### src/rtl/core/i2cmts_pkg.sv
// Package for the I2C master transfer sequencer.
// Holds phase, action and status codes, the result record and its builder.
// No dependencies.
package i2cmts_pkg;

  localparam int unsigned LengthBitsDefault   = 16;
  localparam int unsigned MaxAddrBytesDefault = 4;

  localparam int unsigned RbufDepth = 4;
  localparam int unsigned RbufPtrW  = $clog2(RbufDepth);
  localparam int unsigned RbufCntW  = $clog2(RbufDepth + 1);

  localparam logic CMD_START = 1'b0;
  localparam logic CMD_BYTE  = 1'b1;

  localparam logic [2:0] PH_IDLE    = 3'd0;
  localparam logic [2:0] PH_ADDR    = 3'd1;
  localparam logic [2:0] PH_SUB     = 3'd2;
  localparam logic [2:0] PH_RESTART = 3'd3;
  localparam logic [2:0] PH_WRITE   = 3'd4;
  localparam logic [2:0] PH_READ    = 3'd5;

  localparam logic [2:0] ACT_START   = 3'd0;
  localparam logic [2:0] ACT_SEND    = 3'd1;
  localparam logic [2:0] ACT_RESTART = 3'd2;
  localparam logic [2:0] ACT_RX_ACK  = 3'd3;
  localparam logic [2:0] ACT_RX_NACK = 3'd4;
  localparam logic [2:0] ACT_STOP    = 3'd5;
  localparam logic [2:0] ACT_DONE    = 3'd6;

  localparam logic [2:0] ST_OK       = 3'd0;
  localparam logic [2:0] ST_BUSY     = 3'd1;
  localparam logic [2:0] ST_ARB      = 3'd2;
  localparam logic [2:0] ST_NAK      = 3'd3;
  localparam logic [2:0] ST_ADDR_NAK = 3'd4;

  typedef struct packed {
    logic [2:0] action;
    logic [7:0] bus_byte;
    logic [7:0] read_data;
    logic       read_valid;
    logic [2:0] status;
    logic       engine_reset;
    logic       last;
  } result_t;

  function automatic result_t mk_result(logic [2:0] act, logic [7:0] bb, logic [7:0] rd,
                                        logic rv, logic [2:0] st, logic er, logic lst);
    result_t r;
    r.action       = act;
    r.bus_byte     = bb;
    r.read_data    = rd;
    r.read_valid   = rv;
    r.status       = st;
    r.engine_reset = er;
    r.last         = lst;
    return r;
  endfunction

endpackage

### src/rtl/core/i2cmts_seq.sv
// Transaction state and next-state logic of the I2C master transfer sequencer.
// Turns one accepted request into zero, one or two results.
// Depends on i2cmts_pkg.
module i2cmts_seq import i2cmts_pkg::*; #(
  parameter int unsigned LENGTH_BITS       = LengthBitsDefault,
  parameter int unsigned MAX_ADDRESS_BYTES = MaxAddrBytesDefault
) (
  input  logic        clk_i,
  input  logic        rst_ni,
  input  logic        accept_i,
  input  logic        command_i,
  input  logic [6:0]  slave_address_i,
  input  logic        read_not_write_i,
  input  logic [31:0] subaddress_i,
  input  logic [2:0]  subaddress_length_i,
  input  logic [15:0] data_length_i,
  input  logic        bus_busy_i,
  input  logic        nak_seen_i,
  input  logic        arbitration_lost_i,
  input  logic [7:0]  received_byte_i,
  input  logic [7:0]  send_byte_i,
  output logic [1:0]  res_cnt_o,
  output result_t     res0_o,
  output result_t     res1_o
);

  logic [2:0]             phase_q, phase_d;
  logic [6:0]             taddr_q, taddr_d;
  logic                   reading_q, reading_d;
  logic [31:0]            raddr_q, raddr_d;
  logic [2:0]             abl_q, abl_d;
  logic [LENGTH_BITS-1:0] dbl_q, dbl_d;

  logic [LENGTH_BITS-1:0] len_in;
  logic [LENGTH_BITS-1:0] dl_dec;
  logic [2:0]             sublen;
  logic [2:0]             sub_dec;
  logic [7:0]             sub_byte;
  logic                   do_finish, do_begin, do_sub;
  logic [7:0]             fin_rd;
  logic                   fin_rv, fin_er;
  logic [2:0]             fin_st;

  generate
    for (genvar i = 0; i < LENGTH_BITS; i++) begin : g_len
      if (i < 16) begin : g_bit
        assign len_in[i] = data_length_i[i];
      end else begin : g_zero
        assign len_in[i] = 1'b0;
      end
    end
  endgenerate

  assign sublen  = (subaddress_length_i > 3'(MAX_ADDRESS_BYTES)) ?
                   3'(MAX_ADDRESS_BYTES) : subaddress_length_i;
  assign dl_dec  = dbl_q - 1'b1;
  assign sub_dec = abl_q - 3'd1;

  always_comb begin
    case (sub_dec[1:0])
      2'd0:    sub_byte = raddr_q[7:0];
      2'd1:    sub_byte = raddr_q[15:8];
      2'd2:    sub_byte = raddr_q[23:16];
      default: sub_byte = raddr_q[31:24];
    endcase
  end

  always_comb begin
    phase_d   = phase_q;
    taddr_d   = taddr_q;
    reading_d = reading_q;
    raddr_d   = raddr_q;
    abl_d     = abl_q;
    dbl_d     = dbl_q;
    res_cnt_o = 2'd0;
    res0_o    = '0;
    res1_o    = '0;
    do_finish = 1'b0;
    do_begin  = 1'b0;
    do_sub    = 1'b0;
    fin_rd    = 8'd0;
    fin_rv    = 1'b0;
    fin_st    = ST_OK;
    fin_er    = 1'b0;

    if (command_i == CMD_START) begin
      if (phase_q == PH_IDLE) begin
        res_cnt_o = 2'd1;
        if (bus_busy_i) begin
          res0_o = mk_result(ACT_DONE, 8'd0, 8'd0, 1'b0, ST_BUSY, 1'b0, 1'b1);
        end else begin
          taddr_d   = slave_address_i;
          reading_d = read_not_write_i;
          raddr_d   = subaddress_i;
          abl_d     = sublen;
          dbl_d     = len_in;
          phase_d   = PH_ADDR;
          res0_o = mk_result(ACT_START,
                             {slave_address_i, read_not_write_i & (sublen == 3'd0)},
                             8'd0, 1'b0, ST_OK, 1'b0, 1'b1);
        end
      end
    end else if (phase_q == PH_READ) begin
      dbl_d = dl_dec;
      if (dl_dec == '0) begin
        do_finish = 1'b1;
        fin_rd    = received_byte_i;
        fin_rv    = 1'b1;
      end else begin
        res_cnt_o = 2'd1;
        res0_o = mk_result((dl_dec == LENGTH_BITS'(1)) ? ACT_RX_NACK : ACT_RX_ACK,
                           8'd0, received_byte_i, 1'b1, ST_OK, 1'b0, 1'b1);
      end
    end else if (phase_q != PH_IDLE) begin
      if (arbitration_lost_i) begin
        do_finish = 1'b1;
        fin_st    = ST_ARB;
        fin_er    = 1'b1;
      end else if (nak_seen_i) begin
        do_finish = 1'b1;
        fin_st    = (phase_q == PH_RESTART) ? ST_ADDR_NAK : ST_NAK;
      end else begin
        case (phase_q)
          PH_ADDR: begin
            if (abl_q != 3'd0) do_sub = 1'b1;
            else do_begin = 1'b1;
          end
          PH_SUB: begin
            if (abl_q != 3'd0) begin
              do_sub = 1'b1;
            end else if (reading_q) begin
              phase_d   = PH_RESTART;
              res_cnt_o = 2'd1;
              res0_o = mk_result(ACT_RESTART, {taddr_q, 1'b1}, 8'd0, 1'b0, ST_OK,
                                 1'b0, 1'b1);
            end else begin
              do_begin = 1'b1;
            end
          end
          PH_RESTART: do_begin = 1'b1;
          PH_WRITE: begin
            dbl_d = dl_dec;
            if (dl_dec == '0) begin
              do_finish = 1'b1;
            end else begin
              res_cnt_o = 2'd1;
              res0_o = mk_result(ACT_SEND, send_byte_i, 8'd0, 1'b0, ST_OK, 1'b0, 1'b1);
            end
          end
          default: phase_d = PH_IDLE;
        endcase
      end
    end

    if (do_sub) begin
      abl_d     = sub_dec;
      phase_d   = PH_SUB;
      res_cnt_o = 2'd1;
      res0_o    = mk_result(ACT_SEND, sub_byte, 8'd0, 1'b0, ST_OK, 1'b0, 1'b1);
    end

    if (do_begin) begin
      if (dbl_q == '0) begin
        do_finish = 1'b1;
      end else if (reading_q) begin
        phase_d   = PH_READ;
        res_cnt_o = 2'd1;
        res0_o = mk_result((dbl_q == LENGTH_BITS'(1)) ? ACT_RX_NACK : ACT_RX_ACK,
                           8'd0, 8'd0, 1'b0, ST_OK, 1'b0, 1'b1);
      end else begin
        phase_d   = PH_WRITE;
        res_cnt_o = 2'd1;
        res0_o = mk_result(ACT_SEND, send_byte_i, 8'd0, 1'b0, ST_OK, 1'b0, 1'b1);
      end
    end

    if (do_finish) begin
      phase_d   = PH_IDLE;
      res_cnt_o = 2'd2;
      res0_o    = mk_result(ACT_STOP, 8'd0, fin_rd, fin_rv, ST_OK, fin_er, 1'b0);
      res1_o    = mk_result(ACT_DONE, 8'd0, 8'd0, 1'b0, fin_st, 1'b0, 1'b1);
    end
  end

  always_ff @(posedge clk_i or negedge rst_ni) begin
    if (!rst_ni) begin
      phase_q   <= PH_IDLE;
      taddr_q   <= '0;
      reading_q <= 1'b0;
      raddr_q   <= '0;
      abl_q     <= '0;
      dbl_q     <= '0;
    end else if (accept_i) begin
      phase_q   <= phase_d;
      taddr_q   <= taddr_d;
      reading_q <= reading_d;
      raddr_q   <= raddr_d;
      abl_q     <= abl_d;
      dbl_q     <= dbl_d;
    end
  end

endmodule

### src/rtl/core/i2cmts_rbuf.sv
// Result buffer of the I2C master transfer sequencer.
// Small queue that takes up to two results per cycle and hands out one when ready.
// Depends on i2cmts_pkg.
module i2cmts_rbuf import i2cmts_pkg::*; (
  input  logic       clk_i,
  input  logic       rst_ni,
  input  logic [1:0] push_cnt_i,
  input  result_t    push0_i,
  input  result_t    push1_i,
  output logic       space_o,
  output logic       out_valid_o,
  input  logic       out_ready_i,
  output result_t    out_o
);

  result_t               mem_q [RbufDepth];
  logic [RbufPtrW-1:0]   wr_q, wr_d, rd_q, rd_d, wr_nxt;
  logic [RbufCntW-1:0]   cnt_q, cnt_d;
  logic                  pop;

  assign pop         = out_valid_o & out_ready_i;
  assign out_valid_o = cnt_q != '0;
  assign out_o       = mem_q[rd_q];
  assign space_o     = cnt_q <= RbufCntW'(RbufDepth - 2);
  assign wr_nxt      = wr_q + 1'b1;
  assign wr_d        = wr_q + RbufPtrW'(push_cnt_i);
  assign rd_d        = rd_q + RbufPtrW'(pop);
  assign cnt_d       = cnt_q + RbufCntW'(push_cnt_i) - RbufCntW'(pop);

  always_ff @(posedge clk_i) begin
    if (push_cnt_i != 2'd0) mem_q[wr_q] <= push0_i;
    if (push_cnt_i == 2'd2) mem_q[wr_nxt] <= push1_i;
  end

  always_ff @(posedge clk_i or negedge rst_ni) begin
    if (!rst_ni) begin
      wr_q  <= '0;
      rd_q  <= '0;
      cnt_q <= '0;
    end else begin
      wr_q  <= wr_d;
      rd_q  <= rd_d;
      cnt_q <= cnt_d;
    end
  end

endmodule

### src/rtl/core/i2c_master_transfer_sequencer_unit.sv
// Top level of the I2C master transfer sequencer.
// Joins the transaction logic (i2cmts_seq) and the result queue (i2cmts_rbuf).
// Depends on i2cmts_pkg.
//
//   channel  direction  handshake                  payload
//   request  in         in_valid_i / in_ready_o    command_i .. send_byte_i
//   result   out        out_valid_o / out_ready_i  action_o .. last_o
//
// One request per cycle is taken while in_ready_o is high; its results enter the queue
// at that edge, offered from the next cycle, one per cycle while out_ready_i is high.
// A request causes zero, one or two results; stop and finished go out as two results.
// in_ready_o drops only when the four-entry result queue has room for fewer than two.
// Reset clears the phase, the transaction registers and the queue.
module i2c_master_transfer_sequencer_unit import i2cmts_pkg::*; #(
  parameter int unsigned LENGTH_BITS       = LengthBitsDefault,
  parameter int unsigned MAX_ADDRESS_BYTES = MaxAddrBytesDefault
) (
  input  logic        clk_i,
  input  logic        rst_ni,
  input  logic        in_valid_i,
  output logic        in_ready_o,
  input  logic        command_i,
  input  logic [6:0]  slave_address_i,
  input  logic        read_not_write_i,
  input  logic [31:0] subaddress_i,
  input  logic [2:0]  subaddress_length_i,
  input  logic [15:0] data_length_i,
  input  logic        bus_busy_i,
  input  logic        nak_seen_i,
  input  logic        arbitration_lost_i,
  input  logic [7:0]  received_byte_i,
  input  logic [7:0]  send_byte_i,
  output logic        out_valid_o,
  input  logic        out_ready_i,
  output logic [2:0]  action_o,
  output logic [7:0]  bus_byte_o,
  output logic [7:0]  read_data_o,
  output logic        read_valid_o,
  output logic [2:0]  status_o,
  output logic        engine_reset_o,
  output logic        last_o
);

  logic       accept;
  logic [1:0] res_cnt;
  logic [1:0] push_cnt;
  result_t    res0, res1, res_out;

  assign accept   = in_valid_i & in_ready_o;
  assign push_cnt = accept ? res_cnt : 2'd0;

  i2cmts_seq #(
    .LENGTH_BITS      (LENGTH_BITS),
    .MAX_ADDRESS_BYTES(MAX_ADDRESS_BYTES)
  ) u_seq (
    .clk_i              (clk_i),
    .rst_ni             (rst_ni),
    .accept_i           (accept),
    .command_i          (command_i),
    .slave_address_i    (slave_address_i),
    .read_not_write_i   (read_not_write_i),
    .subaddress_i       (subaddress_i),
    .subaddress_length_i(subaddress_length_i),
    .data_length_i      (data_length_i),
    .bus_busy_i         (bus_busy_i),
    .nak_seen_i         (nak_seen_i),
    .arbitration_lost_i (arbitration_lost_i),
    .received_byte_i    (received_byte_i),
    .send_byte_i        (send_byte_i),
    .res_cnt_o          (res_cnt),
    .res0_o             (res0),
    .res1_o             (res1)
  );

  i2cmts_rbuf u_rbuf (
    .clk_i      (clk_i),
    .rst_ni     (rst_ni),
    .push_cnt_i (push_cnt),
    .push0_i    (res0),
    .push1_i    (res1),
    .space_o    (in_ready_o),
    .out_valid_o(out_valid_o),
    .out_ready_i(out_ready_i),
    .out_o      (res_out)
  );

  assign action_o       = res_out.action;
  assign bus_byte_o     = res_out.bus_byte;
  assign read_data_o    = res_out.read_data;
  assign read_valid_o   = res_out.read_valid;
  assign status_o       = res_out.status;
  assign engine_reset_o = res_out.engine_reset;
  assign last_o         = res_out.last;

endmodule

### config.mk
export PLATFORM = sky130hd
export DESIGN_NAME = i2c_master_transfer_sequencer_unit
export DESIGN_NICKNAME = d
export VERILOG_FILES = /design/src/rtl/core/i2cmts_pkg.sv /design/src/rtl/core/i2cmts_seq.sv /design/src/rtl/core/i2cmts_rbuf.sv /design/src/rtl/core/i2c_master_transfer_sequencer_unit.sv
export SDC_FILE = /design/constraint.sdc
export NUM_CORES = 1
export LEC_CHECK = 0
export ABC_CLOCK_PERIOD_IN_PS = 3700
export BUFFER_PORTS_ARGS = -buffer_cell sky130_fd_sc_hd__buf_4
export CELL_PAD_IN_SITES_DETAIL_PLACEMENT = 0
export CELL_PAD_IN_SITES_GLOBAL_PLACEMENT = 1
export CORE_UTILIZATION = 34
export CTS_BUF_LIST = sky130_fd_sc_hd__clkbuf_8 sky130_fd_sc_hd__clkbuf_16
export CTS_CLUSTER_SIZE = 25
export DETAILED_ROUTE_END_ITERATION = 10
export GPL_TIMING_DRIVEN = 0
export HOLD_SLACK_MARGIN = 0.08
export PLACE_DENSITY = 0.77
export SYNTH_ARGS = -nofsm -noshare
export SYNTH_HDL_FRONTEND = slang
export SYNTH_SLANG_ARGS = --single-unit
export TNS_END_PERCENT = 1
### constraint.sdc
create_clock -name clk_i -period 3.7 [get_ports clk_i]
set_input_delay 0.74 -clock clk_i [delete_from_list [all_inputs] [get_ports clk_i]]
set_output_delay 0.74 -clock clk_i [all_outputs]
set_load 0.01 [all_outputs]
======== Word-level counts from Yosys, hierarchy flattened ========
Memories as Yosys holds them, arrays and structs flattened.
Cells that the tools add are included.
storage, ports and cells
  memory bits (writable) .................. 100
  output and inout port bits .............. 27
  bits of input ports ..................... 83
  word-level logic and storage cells ...... 165
  memories kept ........................... 1
  flip-flop bits (word level) ............. 69
cells by class
  multiplexer cells ....................... 108
  reduce and logical (&&, ||, !) cells .... 16
  bitwise logic cells ..................... 5
  magnitude comparators ................... 2
  equality and inequality tests ........... 17
  add/subtract/negate cells ............... 7
memory list
  name          words  width  read ports  clocked after Yosys merged registers in  wr ports  line               source
  u_rbuf.mem_q  4      25     1           0                                        2         i2cmts_rbuf.sv:16  result_t mem_q [RbufDepth];
operator list
  kind                     number
  $mux W25                 15
  $mux W16                 8
  $mux W3                  26
  $pmux W25 S2             1
  $mux W1                  38
  $eq A16 B1 Y1 const B    2
  $logic_not A16 Y1        2
  $mux W24                 1
  $mux W8                  3
  $pmux W8 S3              1
  $mux W23                 1
  $mux W2                  11
  $sub A16 B1 Y16 const B  1
  $reduce_bool A3 Y1       3
  $reduce_and A4 Y1        2
  $reduce_and A7 Y1        1
  $eq A3 B2 Y1 const B     2
  $eq A3 B3 Y1 const B     2
  $logic_not A3 Y1         2
  $ne A3 B1 Y1 const B     2
  $ne A3 B2 Y1 const B     2
  $pmux W3 S2              1
  $reduce_bool A2 Y1       3
  $eq A2 B2 Y1 const B     2
  19 further kinds         23

======== Depth between registers and ports, before layout ========
Gate-level depths: netlist of the first run.
  word-level depth ........................ 17
  depth in mapped cells ................... 15
  gate-level depth less buffers ........... 12

======== Modules after synthesis ========
Synthesis of the first run repeated with hierarchy kept, for this count alone.
unflattened totals
  cell total of the unflattened synthesis .. 777
  area total of the unflattened synthesis .. 9771.9 um^2
modules (own cells, without submodules)
  module                              area an instance (um^2)  cells each  instances  seq. area each (um^2)
  i2cmts_rbuf                         5407.7                   284         1          3178.0
  i2cmts_seq                          4345.4                   490         1          1551.5
  i2c_master_transfer_sequencer_unit  18.8                     3           1          0.0

======== Worst setup path before layout of the first run ========
OpenSTA, ideal clock, no wires.
  path type ............................... register to register
  start ................................... register u_seq.dbl_q[1]
  end ..................................... register u_rbuf.cnt_q[2]
  arrival time ............................ 3.573 ns
  buffers on the path ..................... 3
  setup time .............................. 0.123 ns
  stages on the path, launching flop included .. 16
  setup slack ............................. 0.005 ns
  clock period less this slack ............ 3.695 ns
  required time ........................... 3.577 ns
  path through ............................ dfrtp_1 > clkbuf_1 > inv_1 > ha_1 > clkbuf_1 > o21bai_1 > a211o_1 > o221a_2 > nor4_4 > a31o_4 > buf_2 > nand2_1 > ha_1 > fa_1 > xor2_1 > xnor2_1
between the ends
  word-level cells in the longest chain between the ends .. 16
  elaborated cells on any way between the ends .. 26
  those cells by class .................... add/sub: 3; mux: 21; reduce/logical: 2
RTL lines
  element                 line                                      source
  from (decl)             i2cmts_seq.sv:32                          logic [LENGTH_BITS-1:0] dbl_q, dbl_d;
  from (signal assigned)  i2cmts_seq.sv:199                         dbl_q <= dbl_d;
  $sub A16 B1 Y16         i2cmts_seq.sv:56                          assign dl_dec = dbl_q - 1'b1;
  $logic_not A16 Y1       i2cmts_seq.sv:105, i2cmts_seq.sv:143
  $mux W1                 i2cmts_seq.sv:105, i2cmts_seq.sv:143
  $pmux W2 S2             i2cmts_seq.sv:123                         case (phase_q)
  $mux W2                 i2cmts_seq.sv:119                         end else if (nak_seen_i) begin
  $mux W2                 i2cmts_seq.sv:115                         if (arbitration_lost_i) begin
  $mux W2                 i2cmts_seq.sv:114                         end else if (phase_q != PH_IDLE) begin
  $mux W2                 i2cmts_seq.sv:103                         end else if (phase_q == PH_READ) begin
  $mux W2                 i2cmts_seq.sv:86                          if (command_i == CMD_START) begin
  $mux W2                 i2cmts_seq.sv:155                         if (do_sub) begin
  $mux W2                 i2cmts_seq.sv:163                         if (dbl_q == '0) begin
  $mux W2                 i2cmts_seq.sv:162                         if (do_begin) begin
  $mux W2 *               i2cmts_seq.sv:177                         if (do_finish) begin
  $mux W2 *               i2c_master_transfer_sequencer_unit.sv:50  assign push_cnt = accept ? res_cnt : 2'd0;
  $add A3 B2 Y3 *         i2cmts_rbuf.sv:28                         assign cnt_d = cnt_q + RbufCntW'(push_cnt_i) - RbufCntW'(pop);
  $sub A3 B1 Y3 *         i2cmts_rbuf.sv:28
  via u_rbuf.cnt_d[2]     i2cmts_rbuf.sv:18                         logic [RbufCntW-1:0] cnt_q, cnt_d;
  to (signal assigned)    i2cmts_rbuf.sv:43                         cnt_q <= cnt_d;
  to (decl)               i2cmts_rbuf.sv:18
Mark *: on every way through the listed nets, which the timed path passes. The rest lies on a longest branch.
A chain may end at the register's enable or synchronous reset.

======== Worst setup path in the final report of the first run ========
Same ends and word-level chain as after synthesis.

==> flow_summary.json, run 1 <==
{
  "rsz0062_at_grt": "true",
  "utilization_pct": 42.16,
  "cts_buffers": 17,
  "n_fill_cell": 2453,
  "synth_edf_count": 24,
  "met3_usage_pct": 3.473,
  "tightest_slew_ps": 983.2,
  "grt_usage_pct": 20.86,
  "antenna_found_initial": 0,
  "portBuffers": 108,
  "drv_slew": 0,
  "gp_congestion": 0.8798,
  "synth.area.top_cells": "dfrtp_1 (20%), dfxtp_1 (17%), edfxtp_1 (8.2%), mux4_2 (6.4%), nand2_1 (5.5%)",
  "wire_per_inst_um": 19.15,
  "drive_gt1_share_pct": 24.55,
  "viasPerCell": 5.465,
  "syn_to_final_growth_pct": 21.53,
  "cts_root_buf": "clkbuf_16",
  "final_cell_area_um2": 10620,
  "timing.fmax_ghz": 0.2864,
  "dp_cells": 1343,
  "critical_path_class": "reg -> reg",
  "synth-seq-cells": 169,
  "finalSetupViolCount": 0,
  "htree_levels": 4,
  "min_period_ps": 3492,
  "totalWireLength_mm": 26.37,
  "syn_area_um2": 8736,
  "die_w_um": 162.3,
  "grt_pass1_wl_mm": 42.11,
  "yosysTopAreaCellShare_pct": 19.77,
  "use_met2_pct": 34.09,
  "clk_pin_slew_ps": 70,
  "grt_pass1_vias": 7557,
  "whs_ps": 406.0,
  "core_area_um2": 25180,
  "clockBufferDepth": 2,
  "syn-num-nets": 1001,
  "grt_overflow": 0,
  "power.density_nw_per_um2": 720.2,
  "yosys.area.top_type": "dfrtp_1",
  "status": "complete, no violations",
  "cap_violations": 0,
  "final_cells": 1377,
  "async_flop_share_pct": 40.83,
  "insertion_delay_ps": 440,
  "r2r-start": "u_seq.dbl_q[1]$_DFFE_PN0P_",
  "cp_data_arrival_time_ps": 3820,
  "cp_max_fo": 12,
  "ys_seq_area_share_pct": 45.43,
  "p_total_mw": 7.646,
  "grt_use_met1_pct": 27.92,
  "globalRoute.busiestLayer": "met2",
  "clock-sinks": 169,
  "die_h_um": 162.3,
  "place_ws_ps": -622.2,
  "n_antenna_cell": 0,
  "synth-main-ff-cell": "dfxtp_1",
  "seqCellArea_um2": 3969,
  "grt_max_degree": 70,
  "required_ps": 4030,
  "drc": 0,
  "ys.warnings.count": 0,
  "synthCells": 905,
  "crit_start": "u_seq.dbl_q[1]$_DFFE_PN0P_",
  "relSlewSlack_pct": 33.85,
  "vdd_drop_max_mv": 0.3372,
  "ctsHoldBuffers": 0,
  "cp-start-kind": "flip-flop",
  "place_area_um2": 9960,
  "fin_ws_ps": 208.0,
  "critPathCaptureType": "flip-flop",
  "postRouteAntennaNets": 0,
  "multi_input_area_um2": 4431,
  "num_rows": 58,
  "start_util_pct": 34.69,
  "dr.pass1.iters": 6,
  "dp_hpwl_mm": 19.11,
  "leakage_nw": 4.168,
  "initialDrtViolationCount": 689,
  "hold_viol_final": 0,
  "tritoncts": "built",
  "hp-class": "in -> async",
  "vias": 7525,
  "clock_skew_ps": 18.53,
  "ys_types": 81,
  "avgSynthCellArea_um2": 9.653,
  "fin_crit_sh_pct": 94.38,
  "final.setup.tns_ps": 0,
  "dieArea_um2": 26340,
  "io_pins": 110,
  "nNetsFinal": 1130
}
## final cells by class
class / count / area share (%)
Clock inverter: 14 / 1.461
Sequential cell: 169 / 37.38
Tap cell: 330 / 3.889
Buffer: 68 / 3.088
Timing Repair Buffer: 112 / 7.920
Multi-Input combinational cell: 655 / 41.73
Clock buffer: 18 / 4.137
Inverter: 11 / 0.3889
## critical path: stages (launching register included)
cell,delay (ps)
dfrtp_1,380
clkbuf_1,180
inv_1,180
ha_4,220
or3b_2,500
nor2_2,210
nand3_1,140
o21ai_1,220
a31o_4,220
nand2_1,80
ha_1,330
fa_1,430
xor2_1,160
xnor2_1,120
## repair_timing
item                       CTS  global route
resized for setup            6             6
pin swaps                    1             0
setup buffers                1             3
hold endpoints to repair     0             0
setup endpoints to repair   55            51
## layer usage
layer | routed length [µm] | vias up | share of wire (%)
met2 | 12380 | 269 | 47
met4 | 548 | 0 | 2.1
met5 | 0 | - | 0
li1 | - | 3588 | -
met3 | 1504 | 38 | 5.7
met1 | 11940 | 3630 | 45
## cells by family (layout without fill, tap and decap cells)
group                      count (synthesis)  after routing  synth area share (%)
and+or+nand+nor                          330            330                 18.09
xor gates and xnor gates                   9              9                0.9024
adders and majority gates                 13             13                 1.948
AOI/OAI and AO/OA                        235            235                 17.46
muxes                                     68             68                 11.94
DFF                                      169            169                 45.43
buffers and inverters                     81            223                 4.225
## sequential cells by signal, summed over array words and instances (netlist names), 2 cells and up
register / count
u_seq.taddr_q: 7
u_seq.raddr_q: 32
u_rbuf.rd_q: 2
u_seq.phase_q: 3
u_rbuf.wr_q: 2
u_seq.dbl_q: 16
u_rbuf.mem_q: 100
u_seq.abl_q: 3
u_rbuf.cnt_q: 3
## cell usage in the layout, fill, tap and decap left out, types with 17 or more instances in the layout
master / instances
a21oi_1: 67
buf_4: 114
clkbuf_1: 36
clkbuf_16: 17
dfrtp_1: 69
dfxtp_1: 76
edfxtp_1: 24
mux2_2: 40
mux4_2: 25
nand2_1: 125
nand3_1: 76
nor2_1: 48
o21ai_0: 46
o21ai_1: 19
## where the power goes
group | leakage (nW) | internal, mW | switching, mW
Combinational | 2.20 | 1.32 | 1.70
Clock | 0.283 | 0.975 | 0.847
Sequential | 1.69 | 2.43 | 0.365
Total | 4.17 | 4.73 | 2.92
## Yosys cell counts (12+ instances only)
cell type  count
o21ai_0       47
nand2_1      127
nor2_1        49
o21ai_1       18
edfxtp_1      24
o31ai_1       15
dfxtp_1       76
nor3_1        14
mux4_2        25
dfrtp_1       69
clkbuf_1      37
mux2_2        40
ha_1          12
buf_2         15
or3_1         13
a21oi_1       67
nand3_1       76
## final timing paths
check / to / slack, ps / cells past startpoint
min in group clk_i: u_rbuf.mem_q[1][12]$_SDFFE_PP0P_ / 450 / 2
max in group asynchronous: u_seq.phase_q[0]$_DFFE_PN0P_ / 2640 / 1
max: u_rbuf.cnt_q[2]$_DFF_PN0_ / 210 / 13
min reg2reg: u_rbuf.mem_q[1][12]$_SDFFE_PP0P_ / 450 / 2
min: u_seq.dbl_q[3]$_DFFE_PN0P_ / 410 / 1
max reg2reg: u_rbuf.cnt_q[2]$_DFF_PN0_ / 210 / 13
Note: power is estimated with default switching activity, not from simulation.
==> run 2: changes to the inputs <==
--- a/config.mk
+++ b/config.mk
@@ -5,7 +5,7 @@
 export SDC_FILE = /design/constraint.sdc
 export NUM_CORES = 1
 export LEC_CHECK = 0
-export ABC_CLOCK_PERIOD_IN_PS = 3700
+export ABC_CLOCK_PERIOD_IN_PS = 4000
 export BUFFER_PORTS_ARGS = -buffer_cell sky130_fd_sc_hd__buf_4
 export CELL_PAD_IN_SITES_DETAIL_PLACEMENT = 0
 export CELL_PAD_IN_SITES_GLOBAL_PLACEMENT = 1
@@ -15,7 +15,7 @@
 export DETAILED_ROUTE_END_ITERATION = 10
 export GPL_TIMING_DRIVEN = 0
 export HOLD_SLACK_MARGIN = 0.08
-export PLACE_DENSITY = 0.77
+export PLACE_DENSITY_LB_ADDON = 0.15
 export SYNTH_ARGS = -nofsm -noshare
 export SYNTH_HDL_FRONTEND = slang
 export SYNTH_SLANG_ARGS = --single-unit
==> constraint.sdc (replaced) <==
create_clock -name clk_i -period 4 [get_ports clk_i]
set_input_delay 0.8 -clock clk_i [delete_from_list [all_inputs] [get_ports clk_i]]
set_output_delay 0.8 -clock clk_i [all_outputs]
set_load 0.01 [all_outputs]
==> run 2 against run 1 <==
Compared with the run above:
- global-route usage increased by 0.95 points
- first-iteration DRC count down 18%
- die area unchanged
- critical endpoint unchanged
==> flow_summary.json, run 2 (synthesized netlist as in run 1, its figures left out) <==
{
  "insertion_delay_ps": 450,
  "drc": 0,
  "tightest_slew_ps": 1198,
  "clk_pin_slew_ps": 70,
  "vias": 7474,
  "antenna_found_initial": 0,
  "num_rows": 58,
  "r2r_end": "u_rbuf.cnt_q[2]$_DFF_PN0_",
  "r2r-start": "u_seq.dbl_q[0]$_DFFE_PN0P_",
  "final.setup.tns_ps": 0,
  "whs_ps": 450.4,
  "p_switching_mw": 2.717,
  "grt_pass1_vias": 7481,
  "critPathCaptureType": "flip-flop",
  "r2r_cells": 13,
  "place_ws_ps": -395.4,
  "fin_crit_sh_pct": 94.27,
  "seq_power_share_pct": 36.9,
  "clock-sinks": 169,
  "hp-class": "reg -> reg",
  "vdd_drop_max_mv": 0.2872,
  "power.density_nw_per_um2": 664.2,
  "die_h_um": 162.3,
  "syn_to_final_growth_pct": 20.85,
  "postRouteAntennaNets": 0,
  "rsz0062_at_grt": "false",
  "ctsHoldBuffers": 0,
  "grt_overflow": 0,
  "final_common_cell": "nand2_1",
  "critPathTopFamily": "adder cells",
  "drv_slew": 0,
  "grt_pass1_wl_mm": 43.53,
  "nNetsFinal": 1127,
  "die_w_um": 162.3,
  "slowest_delay_ps": 510,
  "cp.depth": 13,
  "clockBufferDepth": 2,
  "io_pins": 110,
  "leakage_nw": 4.146,
  "gp_congestion": 0.8587,
  "p_sw_share_pct": 38.74,
  "status": "complete, no violations",
  "clkPwrFrac_pct": 23.4,
  "cap_violations": 0,
  "fin_ws_ps": 229.1,
  "critical_path_class": "reg -> reg",
  "largest-register": "u_rbuf.mem_q",
  "grt_usage_pct": 21.81,
  "start_util_pct": 34.69,
  "crit_chain": "inv_1 > ha_4 > or3b_2 > nor2_2 > nand3_1 > o21ai_1 > a31o_4 > clkbuf_4 > nand2_1 > ha_1 > fa_1 > xor2_1 > xnor2_1",
  "viasPerCell": 5.440,
  "cp_data_arrival_time_ps": 4100,
  "hold_viol_final": 0,
  "power.internal_mw": 4.296,
  "core_area_um2": 25180,
  "top_regs": "u_rbuf.mem_q x100, u_seq.raddr_q x32, u_seq.dbl_q x16",
  "cp-start-kind": "flip-flop",
  "n_fill_cell": 2550,
  "dieArea_um2": 26340,
  "dr.pass1.iters": 5,
  "drive_gt1_share_pct": 23.95,
  "largest_reg_flops": 100,
  "totalWireLength_mm": 27.48,
  "p_comb_share_pct": 39.6,
  "grt_max_degree": 70,
  "dp_hpwl_mm": 19.58,
  "slowest_stage": "or3b_2",
  "n_antenna_cell": 0,
  "relSlewSlack_pct": 19.52,
  "crit_path_end": "u_rbuf.cnt_q[2]$_DFF_PN0_",
  "initialDrtViolationCount": 562,
  "crit_start": "u_seq.dbl_q[0]$_DFFE_PN0P_",
  "critPathBufInv": 2,
  "min_period_ps": 3771,
  "finalSetupViolCount": 0,
  "timing.fmax_ghz": 0.2652,
  "r2r_slack_ps": 230,
  "cp_max_fo": 10,
  "htree_levels": 4,
  "final_cell_mix": "nand2_1 (127), buf_4 (111), nand3_1 (76), dfxtp_1 (76), dfrtp_1 (69)",
  "cts_buffers": 17,
  "clock_skew_ps": 16.21,
  "tritoncts": "built",
  "required_ps": 4330,
  "cts_root_buf": "clkbuf_16",
  "wire_per_inst_um": 20.00,
  "portBuffers": 108
}
-- run 2: power by group through the flow --
stage	registers, mW	clock network [mW]	logic [mW]
6_report	2.59	1.64	2.78
3_3_place_gp	2.60	0	2.76
4_1_cts	2.58	1.68	2.79
3_5_place_dp	2.61	0	2.78
2_1_floorplan	2.51	0	1.95
5_1_grt	2.66	1.74	3.08
-- run 2: worst min-delay path by stage --
stage	start	endpoint	slack (ps)	cells after the start
2_1_floorplan	u_rbuf.mem_q[1][10]$_SDFFE_PP0P_	u_rbuf.mem_q[1][10]$_SDFFE_PP0P_	430	2
3_3_place_gp	u_rbuf.mem_q[1][10]$_SDFFE_PP0P_	u_rbuf.mem_q[1][10]$_SDFFE_PP0P_	440	2
3_5_place_dp	u_rbuf.mem_q[1][6]$_SDFFE_PP0P_	u_rbuf.mem_q[1][6]$_SDFFE_PP0P_	440	2
4_1_cts	u_rbuf.mem_q[1][6]$_SDFFE_PP0P_	u_rbuf.mem_q[1][6]$_SDFFE_PP0P_	450	2
5_1_grt	u_rbuf.mem_q[2][14]$_SDFFE_PP0P_	u_rbuf.mem_q[2][14]$_SDFFE_PP0P_	470	2
6_report	u_rbuf.mem_q[1][6]$_SDFFE_PP0P_	u_rbuf.mem_q[1][6]$_SDFFE_PP0P_	450	2
-- run 2: final cells by class --
class / count / area, µm² / share of cell area (%)
flip-flops and latches: 169 / 3969 / 37.59
repair buffers: 109 / 818.3 / 7.751
clock inverters: 14 / 132.6 / 1.256
clock buffers: 18 / 439.2 / 4.160
well taps: 330 / 412.9 / 3.911
plain buffers: 68 / 324.1 / 3.069
inverters: 11 / 41.29 / 0.3911
multi-input cells: 655 / 4420 / 41.87
-- run 2: worst min-delay path, cell delays in order (launching register included) --
cell	delay, ps
dfxtp_1	310
nand2_1	50
o21ai_1	50
-- run 2: what timing repair did --
action	in CTS	in global routing
buffers inserted	1	0
endpoints found under the setup margin	26	12
pin swaps	1	0
endpoints found under the hold margin	0	0
resized for setup	3	5
-- run 2: routing by layer --
layer | share of wire (%) | track usage, %
met5 | 0 | 0
met4 | 1.5 | 6.432
met3 | 3.9 | 3.345
met2 | 49 | 35.99
met1 | 46 | 29.39
-- run 2: through the flow --
step | util, % | total power, mW | instance area (µm²) | instances
final | 41.93 | 7.012 | 10560 | 1374
after global routing | 41.93 | 7.480 | 10560 | 1374
after CTS | 41.86 | 7.043 | 10540 | 1375
after detailed placement | 39.55 | 5.386 | 9960 | 1343
after global placement | 39.55 | 5.360 | 9960 | 1343
after floorplan | - | 4.459 | 8736 | 905
==> run 3: changes to the inputs <==
--- a/config.mk
+++ b/config.mk
@@ -9,11 +9,10 @@
 export BUFFER_PORTS_ARGS = -buffer_cell sky130_fd_sc_hd__buf_4
 export CELL_PAD_IN_SITES_DETAIL_PLACEMENT = 0
 export CELL_PAD_IN_SITES_GLOBAL_PLACEMENT = 1
-export CORE_UTILIZATION = 34
+export CORE_UTILIZATION = 45
 export CTS_BUF_LIST = sky130_fd_sc_hd__clkbuf_8 sky130_fd_sc_hd__clkbuf_16
 export CTS_CLUSTER_SIZE = 25
 export DETAILED_ROUTE_END_ITERATION = 10
-export GPL_TIMING_DRIVEN = 0
 export HOLD_SLACK_MARGIN = 0.08
 export PLACE_DENSITY_LB_ADDON = 0.15
 export SYNTH_ARGS = -nofsm -noshare
==> run 3 against run 2 <==
Compared with the run above:
- register-to-register slack improved by 130 ps
- flip-flop and latch count stayed put
- die area down 24%
- hold slack better by 3.1 ps
- core utilization is 13 points higher
- non-clock buffer count is 40 lower
- cell area fell by 1.9%
- first-iteration DRC count down 20%
- total power shrank 2.0%
- sequential power grew 4%
- clock skew down 2.1 ps
==> flow_summary.json, run 3 (synthesized netlist as in run 1, its figures left out) <==
{
  "portBuffers": 109,
  "totalWireLength_mm": 23.83,
  "final_common_cell": "buf_4",
  "core_area_um2": 18890,
  "dr.pass1.iters": 5,
  "nNetsFinal": 1087,
  "slowest_stage": "or3b_2",
  "finalSetupViolCount": 0,
  "clk_pin_slew_ps": 70,
  "cts_buffers": 17,
  "cts_resized": 0,
  "grt_max_degree": 70,
  "gp_congestion": 0.8166,
  "cp_max_fo": 17,
  "place_ws_ps": 405.9,
  "slowest_delay_ps": 510,
  "min_period_ps": 3637,
  "cts_root_buf": "clkbuf_16",
  "vdd_drop_max_mv": 0.3612,
  "critical_path_class": "reg -> reg",
  "required_ps": 4330,
  "grt_overflow": 0,
  "final_cell_mix": "buf_4 (136), nand2_1 (127), nand3_1 (76), dfxtp_1 (76), dfrtp_1 (69)",
  "initialDrtViolationCount": 452,
  "start_util_pct": 46.24,
  "die_w_um": 141.3,
  "largest_reg_flops": 100,
  "clock-sinks": 169,
  "cts_setup_buffers": 0,
  "top_regs": "u_rbuf.mem_q x100, u_seq.raddr_q x32, u_seq.dbl_q x16",
  "relSlewSlack_pct": 38.11,
  "status": "complete, no violations",
  "leakage_nw": 4.150,
  "cp-start-kind": "flip-flop",
  "critPathTopFamily": "adder cells",
  "timing.fmax_ghz": 0.2750,
  "cap_violations": 0,
  "io_pins": 110,
  "drc": 0,
  "wire_per_inst_um": 18.85,
  "fin_crit_sh_pct": 90.92,
  "die_h_um": 141.3,
  "worst_path_most_repeated_cell": "ha_1",
  "power.density_nw_per_um2": 663.7,
  "grt_pass1_vias": 7219,
  "fin_ws_ps": 363.4,
  "largest-register": "u_rbuf.mem_q",
  "postRouteAntennaNets": 0,
  "crit_chain": "inv_1 > ha_1 > or3b_2 > nor2_1 > nand3_1 > o21ai_0 > a31o_4 > nand2_1 > ha_1 > fa_1 > xor2_1 > xnor2_1",
  "clock_skew_ps": 14.06,
  "hp-class": "reg -> reg",
  "critPathBufInv": 1,
  "htree_levels": 4,
  "num_rows": 50,
  "vias": 7307,
  "final.setup.tns_ps": 0,
  "rsz0062_at_grt": "false",
  "dp_hpwl_mm": 16.28,
  "dieArea_um2": 19970,
  "n_antenna_cell": 0,
  "viasPerCell": 5.781,
  "hold_viol_final": 0,
  "tightest_slew_ps": 928.4,
  "clockBufferDepth": 2,
  "antenna_found_initial": 0,
  "cp_data_arrival_time_ps": 3970,
  "insertion_delay_ps": 450,
  "grt_usage_pct": 25.10,
  "drv_slew": 0,
  "ctsHoldBuffers": 0,
  "drive_gt1_share_pct": 25.20,
  "tritoncts": "built",
  "critPathCaptureType": "flip-flop",
  "seqCellArea_um2": 3969,
  "n_fill_cell": 1783,
  "grt_pass1_wl_mm": 38.47,
  "multi_input_area_um2": 4405,
  "syn_to_final_growth_pct": 18.50
}
[run 3: worst reg2reg max path, cell delays in order (launching register included)]
cell     delay [ps]
dfrtp_1         480
inv_1           150
ha_1            370
or3b_2          510
nor2_1          240
nand3_1         130
o21ai_0         250
a31o_4          260
nand2_1          90
ha_1            330
fa_1            430
xor2_1          160
xnor2_1         120
[run 3: layer usage]
| metal | up-vias | routed length (µm) | global-route usage (%) |
|---|---|---|---|
| met5 | - | 0 | 0 |
| met4 | 0 | 425 | 8.352 |
| met3 | 24 | 1014 | 4.185 |
| met2 | 183 | 11780 | 42.50 |
| met1 | 3606 | 10600 | 32.66 |
| li1 | 3494 | - | - |
[run 3: cell type report]
type                       instances  area share (%)
clock buffer                      18           4.351
multi-input combinational        655           42.56
tap                              260           3.142
inverter                          11          0.3988
clock inverter                    14           1.160
timing repair buffer             137           10.06
sequential                       169           38.34
[run 3: power by group]
group          total [mW]  internal, mW  switching (mW)
Sequential           2.69          2.25           0.440
Clock                1.63         0.898           0.733
Combinational        2.55          1.18            1.37
[run 3: final timing paths]
| kind | startpoint | to | slack (ps) | depth (start not counted) |
|---|---|---|---|---|
| min in group asynchronous | rst_ni | u_seq.raddr_q[6]$_DFFE_PN0P_ | 480 | 1 |
| setup reg to reg | u_seq.dbl_q[0]$_DFFE_PN0P_ | u_rbuf.cnt_q[2]$_DFF_PN0_ | 360 | 12 |
| hold / removal | u_rbuf.mem_q[1][10]$_SDFFE_PP0P_ | u_rbuf.mem_q[1][10]$_SDFFE_PP0P_ | 450 | 2 |
| hold reg to reg | u_rbuf.mem_q[1][10]$_SDFFE_PP0P_ | u_rbuf.mem_q[1][10]$_SDFFE_PP0P_ | 450 | 2 |
| setup / recovery | u_seq.dbl_q[0]$_DFFE_PN0P_ | u_rbuf.cnt_q[2]$_DFF_PN0_ | 360 | 12 |
| max in group asynchronous | rst_ni | u_seq.dbl_q[0]$_DFFE_PN0P_ | 2900 | 1 |
[run 3: metrics by stage]
stage	instance area [µm²]	power (mW)	util [%]	std cells	hold WS, ps
after detailed placement	9782	5.268	51.77	1232	445.5
after floorplan	8736	4.459	-	905	425.4
after global placement	9782	5.239	51.77	1232	438.3
after global routing	10350	7.306	54.79	1264	465.4
final	10350	6.871	54.79	1264	453.4
after CTS	10350	6.906	54.79	1264	456.2
